===== src/rtl/assert_macros.svh =====
// Assertion macros shared by the RTL files of the slot binder.
`ifndef ASSERT_MACROS_SVH
`define ASSERT_MACROS_SVH

`ifndef NO_ASSERTIONS

// same-cycle implication
`define ASSERT_IMP(label, clk, rst_n, ante, cons) \
    label: assert property (@(posedge clk) disable iff (!rst_n) (ante) |-> (cons)) \
        else $error("assertion failed");

// next-cycle implication
`define ASSERT_NXT(label, clk, rst_n, ante, cons) \
    label: assert property (@(posedge clk) disable iff (!rst_n) (ante) |=> (cons)) \
        else $error("assertion failed");

`else

`define ASSERT_IMP(label, clk, rst_n, ante, cons)
`define ASSERT_NXT(label, clk, rst_n, ante, cons)

`endif

`endif


===== src/rtl/asb_pkg.sv =====
// Package for the slot binder: sizes, constants and cell interface types.
package asb_pkg;

    localparam int NUM_SLOTS    = 16;
    localparam int REGION_WIDTH = 32;

    localparam int FIELD_W = 32;
    localparam int KEEP_W  = (REGION_WIDTH < FIELD_W) ? REGION_WIDTH : FIELD_W;
    localparam int IDX_W   = (NUM_SLOTS > 1) ? $clog2(NUM_SLOTS) : 1;
    localparam int CNT_W   = $clog2(NUM_SLOTS + 1);
    localparam int CFG_W   = 5;
    localparam int AGE_W   = 8;
    localparam int OUT_IDX_W = 4;

    localparam logic [AGE_W-1:0] AGE_EMPTY = 8'd255;
    localparam logic [AGE_W-1:0] AGE_TOP   = 8'd254;
    localparam logic [AGE_W-1:0] AGE_FLOOR = 8'd0;

    localparam logic [CFG_W-1:0] CFG_RESET = 5'd16;

    localparam logic ACT_REQUEST = 1'b0;
    localparam logic ACT_RELEASE = 1'b1;

    // search word passed from cell to cell
    typedef struct packed {
        logic             valid;
        logic             hit;
        logic [IDX_W-1:0] idx;
        logic [AGE_W-1:0] age;
    } carry_t;

    // broadcast from the top level to every cell
    typedef struct packed {
        logic              age_up;
        logic              rel_mode;
        logic [FIELD_W-1:0] key_id;
        logic [KEEP_W-1:0] offset;
        logic [KEEP_W-1:0] size;
        logic              dec_en;
        logic [AGE_W-1:0]  dec_level;
        logic              wr_en;
        logic [IDX_W-1:0]  wr_idx;
        logic [AGE_W-1:0]  wr_age;
    } cell_ctl_t;

    // per-cell status back to the top level
    typedef struct packed {
        logic             fire;
        logic [AGE_W-1:0] age;
    } cell_stat_t;

endpackage


===== src/rtl/asb_cell.sv =====
// One binding slot: age and key storage, key compare and one search step.
`include "assert_macros.svh"

module asb_cell
    import asb_pkg::*;
(
    input  logic             clk,
    input  logic             rst_n,
    input  logic [IDX_W-1:0] cell_idx,
    input  logic             active,
    input  cell_ctl_t        ctl,
    input  carry_t           carry_in,
    output carry_t           carry_out,
    output cell_stat_t       stat
);

    logic [AGE_W-1:0]   age_reg, age_next;
    logic [FIELD_W-1:0] id_reg;
    logic [KEEP_W-1:0]  off_reg;
    logic [KEEP_W-1:0]  size_reg;
    carry_t             carry_reg, carry_next;
    logic               occupied;
    logic               id_match;
    logic               key_match;
    logic               fire;
    logic               wr_here;

    assign occupied  = active && (age_reg != AGE_EMPTY);
    assign id_match  = (id_reg == ctl.key_id);
    assign key_match = id_match && (off_reg == ctl.offset) && (size_reg == ctl.size);
    assign fire      = carry_in.valid && ctl.rel_mode && occupied && id_match;
    assign wr_here   = ctl.wr_en && (ctl.wr_idx == cell_idx);

    assign stat.fire = fire;
    assign stat.age  = age_reg;
    assign carry_out = carry_reg;

    always_comb
    begin
        carry_next = carry_in;
        if (carry_in.valid && !ctl.rel_mode && active && !carry_in.hit)
        begin
            if (occupied && key_match)
            begin
                carry_next.hit = 1'b1;
                carry_next.idx = cell_idx;
            end
            else if (age_reg > carry_in.age)
            begin
                carry_next.age = age_reg;
                carry_next.idx = cell_idx;
            end
        end
    end

    always_comb
    begin
        age_next = age_reg;
        if (ctl.age_up && occupied && (age_reg < AGE_TOP))
            age_next = age_reg + 8'd1;
        else if (fire)
            age_next = AGE_EMPTY;
        else if (ctl.dec_en && occupied && (age_reg >= ctl.dec_level) &&
                 (age_reg != AGE_FLOOR))
            age_next = age_reg - 8'd1;
        else if (wr_here)
            age_next = ctl.wr_age;
    end

    always_ff @(posedge clk or negedge rst_n)
    begin
        if (!rst_n)
        begin
            age_reg   <= AGE_EMPTY;
            carry_reg <= '0;
        end
        else
        begin
            age_reg   <= age_next;
            carry_reg <= carry_next;
        end
    end

    always_ff @(posedge clk)
    begin
        if (wr_here)
        begin
            id_reg   <= ctl.key_id;
            off_reg  <= ctl.offset;
            size_reg <= ctl.size;
        end
    end

    `ASSERT_IMP(a_fire_is_rel, clk, rst_n, fire, ctl.rel_mode && carry_in.valid)
    `ASSERT_NXT(a_write_lands, clk, rst_n, wr_here && !ctl.age_up && !ctl.dec_en, age_reg == $past(ctl.wr_age))
    `ASSERT_IMP(a_idle_inactive, clk, rst_n, !active, !fire)

endmodule


===== src/rtl/aging_slot_binder.sv =====
// Slot binder top: a row of slot cells scanned in order by a traveling search word.
// Each item goes in order through accept and age, the search word crossing the cell
// row, and the slot write; no new item is accepted until it is through.
// A request raises done when its slot is written; a release gives none.
// busy is high from the accept edge until the result edge; the receiver cannot stall.
// Reset empties every slot at once and sets the slot count register cfg_reg to 16.
`include "assert_macros.svh"

module aging_slot_binder
    import asb_pkg::*;
(
    input  logic                 clk,
    input  logic                 rst_n,
    input  logic                 start,
    output logic                 busy,
    input  logic                 action,
    input  logic [FIELD_W-1:0]   key_id,
    input  logic [FIELD_W-1:0]   region_offset,
    input  logic [FIELD_W-1:0]   region_size,
    input  logic                 prioritize,
    input  logic                 cfg_we,
    input  logic [CFG_W-1:0]     cfg_wdata,
    output logic                 done,
    output logic [OUT_IDX_W-1:0] slot_index,
    output logic                 was_bound
);

    logic                 busy_reg, busy_next;
    logic                 head_reg;
    logic                 done_reg, done_next;
    logic [OUT_IDX_W-1:0] slot_index_reg;
    logic                 was_bound_reg;
    logic [CFG_W-1:0]     cfg_reg;
    logic                 action_reg;
    logic                 prio_reg;
    logic [FIELD_W-1:0]   id_reg;
    logic [KEEP_W-1:0]    off_reg;
    logic [KEEP_W-1:0]    size_reg;

    logic                 accept;
    logic [CNT_W-1:0]     n_eff;
    logic [NUM_SLOTS-1:0] active_vec;
    logic [NUM_SLOTS-1:0] fire_vec;
    logic [AGE_W-1:0]     level;
    carry_t               chain [NUM_SLOTS+1];
    cell_stat_t           stat  [NUM_SLOTS];
    cell_ctl_t            ctl;
    carry_t               tail;

    assign accept = start && !busy_reg;
    assign tail   = chain[NUM_SLOTS];

    always_comb
    begin
        if (cfg_reg == '0)
            n_eff = CNT_W'(1);
        else if (int'(cfg_reg) > NUM_SLOTS)
            n_eff = CNT_W'(NUM_SLOTS);
        else
            n_eff = CNT_W'(cfg_reg);
    end

    always_comb
    begin
        level = '0;
        for (int i = 0; i < NUM_SLOTS; i++)
        begin
            fire_vec[i] = stat[i].fire;
            if (stat[i].fire)
                level = level | stat[i].age;
        end
    end

    always_comb
    begin
        ctl.age_up    = accept && (action == ACT_REQUEST) && prioritize;
        ctl.rel_mode  = (action_reg == ACT_RELEASE);
        ctl.key_id    = id_reg;
        ctl.offset    = off_reg;
        ctl.size      = size_reg;
        ctl.dec_en    = |fire_vec;
        ctl.dec_level = level;
        ctl.wr_en     = tail.valid && (action_reg == ACT_REQUEST);
        ctl.wr_idx    = tail.idx;
        ctl.wr_age    = prio_reg ? AGE_FLOOR : AGE_TOP;
    end

    assign chain[0] = '{valid: head_reg, hit: 1'b0, idx: '0, age: AGE_FLOOR};

    genvar gi;
    generate
        for (gi = 0; gi < NUM_SLOTS; gi++)
        begin : g_cell
            assign active_vec[gi] = (gi < int'(n_eff));

            asb_cell u_cell (
                .clk       (clk),
                .rst_n     (rst_n),
                .cell_idx  (IDX_W'(gi)),
                .active    (active_vec[gi]),
                .ctl       (ctl),
                .carry_in  (chain[gi]),
                .carry_out (chain[gi+1]),
                .stat      (stat[gi])
            );
        end
    endgenerate

    always_comb
    begin
        busy_next = busy_reg;
        done_next = 1'b0;
        if (accept)
            busy_next = 1'b1;
        else if (tail.valid)
        begin
            busy_next = 1'b0;
            done_next = (action_reg == ACT_REQUEST);
        end
    end

    always_ff @(posedge clk or negedge rst_n)
    begin
        if (!rst_n)
        begin
            busy_reg <= 1'b0;
            head_reg <= 1'b0;
            done_reg <= 1'b0;
            cfg_reg  <= CFG_RESET;
        end
        else
        begin
            busy_reg <= busy_next;
            head_reg <= accept;
            done_reg <= done_next;
            if (cfg_we)
                cfg_reg <= cfg_wdata;
        end
    end

    always_ff @(posedge clk)
    begin
        if (accept)
        begin
            action_reg <= action;
            prio_reg   <= prioritize;
            id_reg     <= key_id;
            off_reg    <= region_offset[KEEP_W-1:0];
            size_reg   <= region_size[KEEP_W-1:0];
        end
        if (ctl.wr_en)
        begin
            slot_index_reg <= OUT_IDX_W'(tail.idx);
            was_bound_reg  <= tail.hit;
        end
    end

    assign busy       = busy_reg;
    assign done       = done_reg;
    assign slot_index = slot_index_reg;
    assign was_bound  = was_bound_reg;

    `ASSERT_IMP(a_one_fire, clk, rst_n, 1'b1, $onehot0(fire_vec))
    `ASSERT_IMP(a_done_idle, clk, rst_n, done_reg, !busy_reg)
    `ASSERT_IMP(a_tail_busy, clk, rst_n, tail.valid, busy_reg)
    `ASSERT_NXT(a_accept_busy, clk, rst_n, accept, busy_reg && head_reg)

endmodule


===== config.mk =====
export PLATFORM = sky130hd
export DESIGN_NAME = aging_slot_binder
export DESIGN_NICKNAME = d
export VERILOG_FILES = /design/src/rtl/asb_pkg.sv /design/src/rtl/asb_cell.sv /design/src/rtl/aging_slot_binder.sv
export VERILOG_INCLUDE_DIRS = /design/src /design/src/rtl
export SDC_FILE = /design/constraint.sdc
export NUM_CORES = 2
export LEC_CHECK = 0
export ABC_CLOCK_PERIOD_IN_PS = 22500
export BUFFER_PORTS_ARGS = -buffer_cell sky130_fd_sc_hd__buf_2
export CAP_MARGIN = 10
export CORE_AREA = 2 2 394 396
export CTS_BUF_LIST = sky130_fd_sc_hd__clkbuf_2 sky130_fd_sc_hd__clkbuf_4 sky130_fd_sc_hd__clkbuf_8
export DETAILED_ROUTE_END_ITERATION = 12
export DIE_AREA = 0 0 396 398
export PLACE_DENSITY = 0.87
export SYNTH_ARGS = -nofsm -noshare
export SYNTH_HDL_FRONTEND = slang
export SYNTH_HIERARCHICAL = 1
export SYNTH_SLANG_ARGS = --single-unit

===== constraint.sdc =====
create_clock -name clk -period 22.5 [get_ports clk]
set_input_delay 3.375 -clock clk [delete_from_list [all_inputs] [get_ports clk]]
set_output_delay 3.375 -clock clk [all_outputs]
set_load 0.02 [all_outputs]

# == After elaboration in Yosys (flattened, before gate mapping) ==
# Cells that the tools add are included.
# totals
register_bits,1991
latch_bits,0
ram_bits,0
mem_bits_ro,0
in_bits,107
word_cells,809
n_memories,0
# op_classes
addsub,32
multipliers,0
n_div,0
order_cmp,65
eq_ne,79
shift,0
mux,166
bitwise_logic,17
n_reduce_logical,312
# op_table
operator,n
32-bit == test,48
8-bit two-way mux,98
1-bit logical AND,259
13-bit two-way mux,16
12-bit two-way mux,15
"8-bit by 1-bit adder with 8-bit output, second input constant",16
8-bit greater-or-equal comparator,16
"8-bit less-than comparator, second input constant",16
"8-bit inequality test, second input constant",16
8-bit nonzero test,16
"8-bit by 1-bit subtractor with 8-bit output, second input constant",16
8-bit greater-than comparator,15
8-bit OR,15
4-bit nonzero test,16
4-bit two-way mux,15
"4-bit by 5-bit less-than comparator with 1-bit output, first input constant",8
"4-bit == test, second input constant",8
"3-bit by 5-bit less-than comparator with 1-bit output, first input constant",4
1-bit two-way mux,20
1-bit logical NOT,17
"4-bit by 3-bit == test with 1-bit output, second input constant",4
16-bit OR reduction,1
"1-bit by 5-bit less-than comparator with 1-bit output, first input constant",2
"2-bit by 5-bit less-than comparator with 1-bit output, first input constant",2
9 further kinds,12

# == Longest topological paths before layout ==
# logic_depth
ltp_word,44
ltp_mapped,23

# == Cells and area by module ==
# Netlist, hierarchy kept.
# by_module_without_submodules
mod,n_inst,cells_each,area_each_um2
asb_cell at g_cell[0].u_cell ...,9,455,5886.9
asb_cell at g_cell[3].u_cell ...,7,429,5746.8
aging_slot_binder,1,245,4275.4

# == Worst setup path after synthesis ==
# Ideal clock, no wire load.
# synth_timing
kind,input to register
from,in start
to,reg g_cell[0].u_cell.age_reg[0]
setup_time_ps,75
t_arrival_ps,9916
t_required_ps,22425
slack_ps,12509
cell_stages,8
cell_sequence,nor2b_1 and3b_1 nand2_1 nor2_1 a21oi_1 nand3_1 a21boi_1 a2bb2oi_1
# synth_rtl
item,line,rtl
from (decl),aging_slot_binder.sv:14,"input logic start,"
to (signal assigned),asb_cell.sv:79,age_reg <= age_next;
to (decl),asb_cell.sv:17,"logic [AGE_W-1:0] age_reg, age_next;"

==> results.json <==
{
  "status": "finished, final reports clean",
  "worstSkewPairLatency_ns": 1.03,
  "use_met2_pct": 51.6,
  "tightest_slew_ns": 1.26,
  "top_usage_layer": "met2",
  "synth_area_per_cell_um2": 13.3,
  "grt_setup_unrepaired": "false",
  "vias_per_cell": 6.47,
  "end_kind": "register",
  "fin_nets": 8356,
  "area_growth_pct": 10.9,
  "peakVddDrop_mv": 0.0732,
  "cts_setup_buffers": 0,
  "gr-usage-met1_pct": 45.4,
  "path_cells": "buf_4, xnor2_1, nand4_1, nor4_2, nand4_1, inv_1, a221oi_1, nand4_1, buf_4, ha_1, nor3b_1, o21ai_0, a21oi_1, nand2b_1, mux2_2, o221ai_1, a22oi_1",
  "slowest_delay_ns": 1.03,
  "power.switching_mw": 2.01,
  "drc": 0,
  "clockBufferDepth": 4,
  "vias": 66181,
  "cp.arrival_ns": 8.02,
  "p_int_mw": 5.98,
  "grt_overflow": 0,
  "io_pins": 114,
  "tritoncts": "done",
  "grt_pass1_wl_um": 400000,
  "finalSetupViolations": 0,
  "power_mw": 7.99,
  "antenna_found_initial": 10,
  "finalCritPeriodShare_pct": 31.9,
  "critical_path_class": "register to register",
  "setup_tns_ns": 0,
  "grt_max_degree": 154,
  "fin_hold_ws_ns": 0.394,
  "fp.dieArea_um2": 158000,
  "hp-class": "register to register",
  "clk_pin_slew_ns": 0.06,
  "postPlaceCellArea_um2": 101000,
  "crit_top_cell": "nand4_1",
  "place_congestion": 0.995,
  "cts_buffers": 331,
  "finalInstanceArea_um2": 108000,
  "die_w_um": 396,
  "final_layout_size_suffix_gt1_share_pct": 13.9,
  "hpwl_um": 164000,
  "drt_iter0_drc": 8002,
  "pwr-share-comb_pct": 7.3,
  "die_y_um": 398,
  "cts_resized": 0,
  "num_rows": 144,
  "netSwitchingFraction_pct": 25.1,
  "slowest_stage": "nor4_2",
  "pre_cts_ws_ns": 15.75,
  "fin_worst_skew_ns": 0.0889,
  "hold_viol": 0,
  "p_seq_share_pct": 53.5,
  "crit_fanout": 22,
  "pwr_density_cell_nw_per_um2": 74.1,
  "crit_path_start_kind": "register",
  "wirelength_um": 267000,
  "setup_slack_ns": 15.32,
  "clock_sinks": 1991,
  "ant_nets": 0,
  "yosys_warnings": 6,
  "grt_usage_pct": 33.5,
  "syn_area_um2": 97200,
  "synthCells": 7318,
  "crit_required_ns": 23.34,
  "cts_max_level": 5,
  "clkPwrFrac_pct": 39.2,
  "grt_pass1_vias": 66065,
  "met3_usage_pct": 6.89,
  "start_util_pct": 63.4,
  "drt-wirelength-per-cell_um": 26.1,
  "power.leakage_nw": 38.4,
  "layout_min_cycle_time_ns": 7.18,
  "port_buffers": 113,
  "fmax_mhz": 139,
  "slew_violations": 0,
  "postCtsHoldBufs": 0,
  "slew_headroom_pct": 15.2,
  "cap_violations": 0,
  "design.core.area_um2": 153000,
  "clockRootBuffer": "clkbuf_8",
  "dr.pass1.iters": 9
}
## worst max-delay path, delay by kind of cell (launching register included)
| family | cells | cell delay [ns] |
|---|---|---|
| AOI/OAI and AO/OA | 5 | 0.97 |
| xor gates and xnor gates | 1 | 0.18 |
| adders and majority gates | 1 | 0.28 |
| buffers and inverters | 3 | 1.47 |
| DFF | 1 | 0.72 |
| muxes | 1 | 0.41 |
| and+or+nand+nor | 6 | 2.94 |
## metal layers
layer | share of wire [%] | up-vias
met4 | 5.5 | 2
li1 | - | 28471
met1 | 38 | 32514
met2 | 45 | 4281
met3 | 11 | 913
met5 | 0.027 | -
## cell type report
type	instances	area, um2
Clock buffer	462	5700
Inverter	327	1250
Fill cell	9602	45600
Tap cell	2044	2560
Sequential cell	1991	58200
Multi-Input combinational cell	5015	37600
Timing Repair Buffer	279	1850
Clock inverter	113	628
Antenna cell	4	10.0
## path summary, 6_finish.rpt
kind	to	startpoint	slack, ns	cells past startpoint
setup / recovery	g_cell[1].u_cell/age_reg[2]	id_reg[22]	15.32	17
hold / removal	g_cell[9].u_cell/carry_out[13]	g_cell[8].u_cell/carry_out[13]	0.39	0
setup reg to reg	g_cell[1].u_cell/age_reg[2]	id_reg[22]	15.32	17
hold reg to reg	g_cell[9].u_cell/carry_out[13]	g_cell[8].u_cell/carry_out[13]	0.39	0
max in group asynchronous	g_cell[8].u_cell/carry_out[11]	rst_n	18.25	2
min in group asynchronous	g_cell[12].u_cell/carry_out[6]	rst_n	2.46	1
## per-stage QoR
stage | std cells | utilization (%)
5_1_grt | 10232 | 70.3
4_1_cts | 10229 | 70.2
6_report | 10235 | 70.3
3_5_place_dp | 9654 | 66.1
2_1_floorplan | 7537 | -
3_3_place_gp | 9654 | 66.1
## layout by cell type (no fill, tap or decap), drive strengths merged, types with 163 or more instances in the layout
cell	instances
nand4	220
xor2	1365
edfxtp	1639
clkbuf	462
nand2	248
o21ai	282
nand3	163
inv	327
nor2	211
conb	221
ha	304
nor4	430
buf	279
xnor2	306
dfrtp	223
## power groups by stage
stage                     logic (mW)  clock network (mW)  registers (mW)
after global placement         0.543                   0            4.33
after detailed placement       0.566                   0            4.33
after global routing           0.659                3.31            4.27
after CTS                      0.571                3.16            4.26
after floorplan                0.488                   0            4.18
final                          0.584                3.13            4.27
No activity file was read; power rests on OpenSTA's default activity.
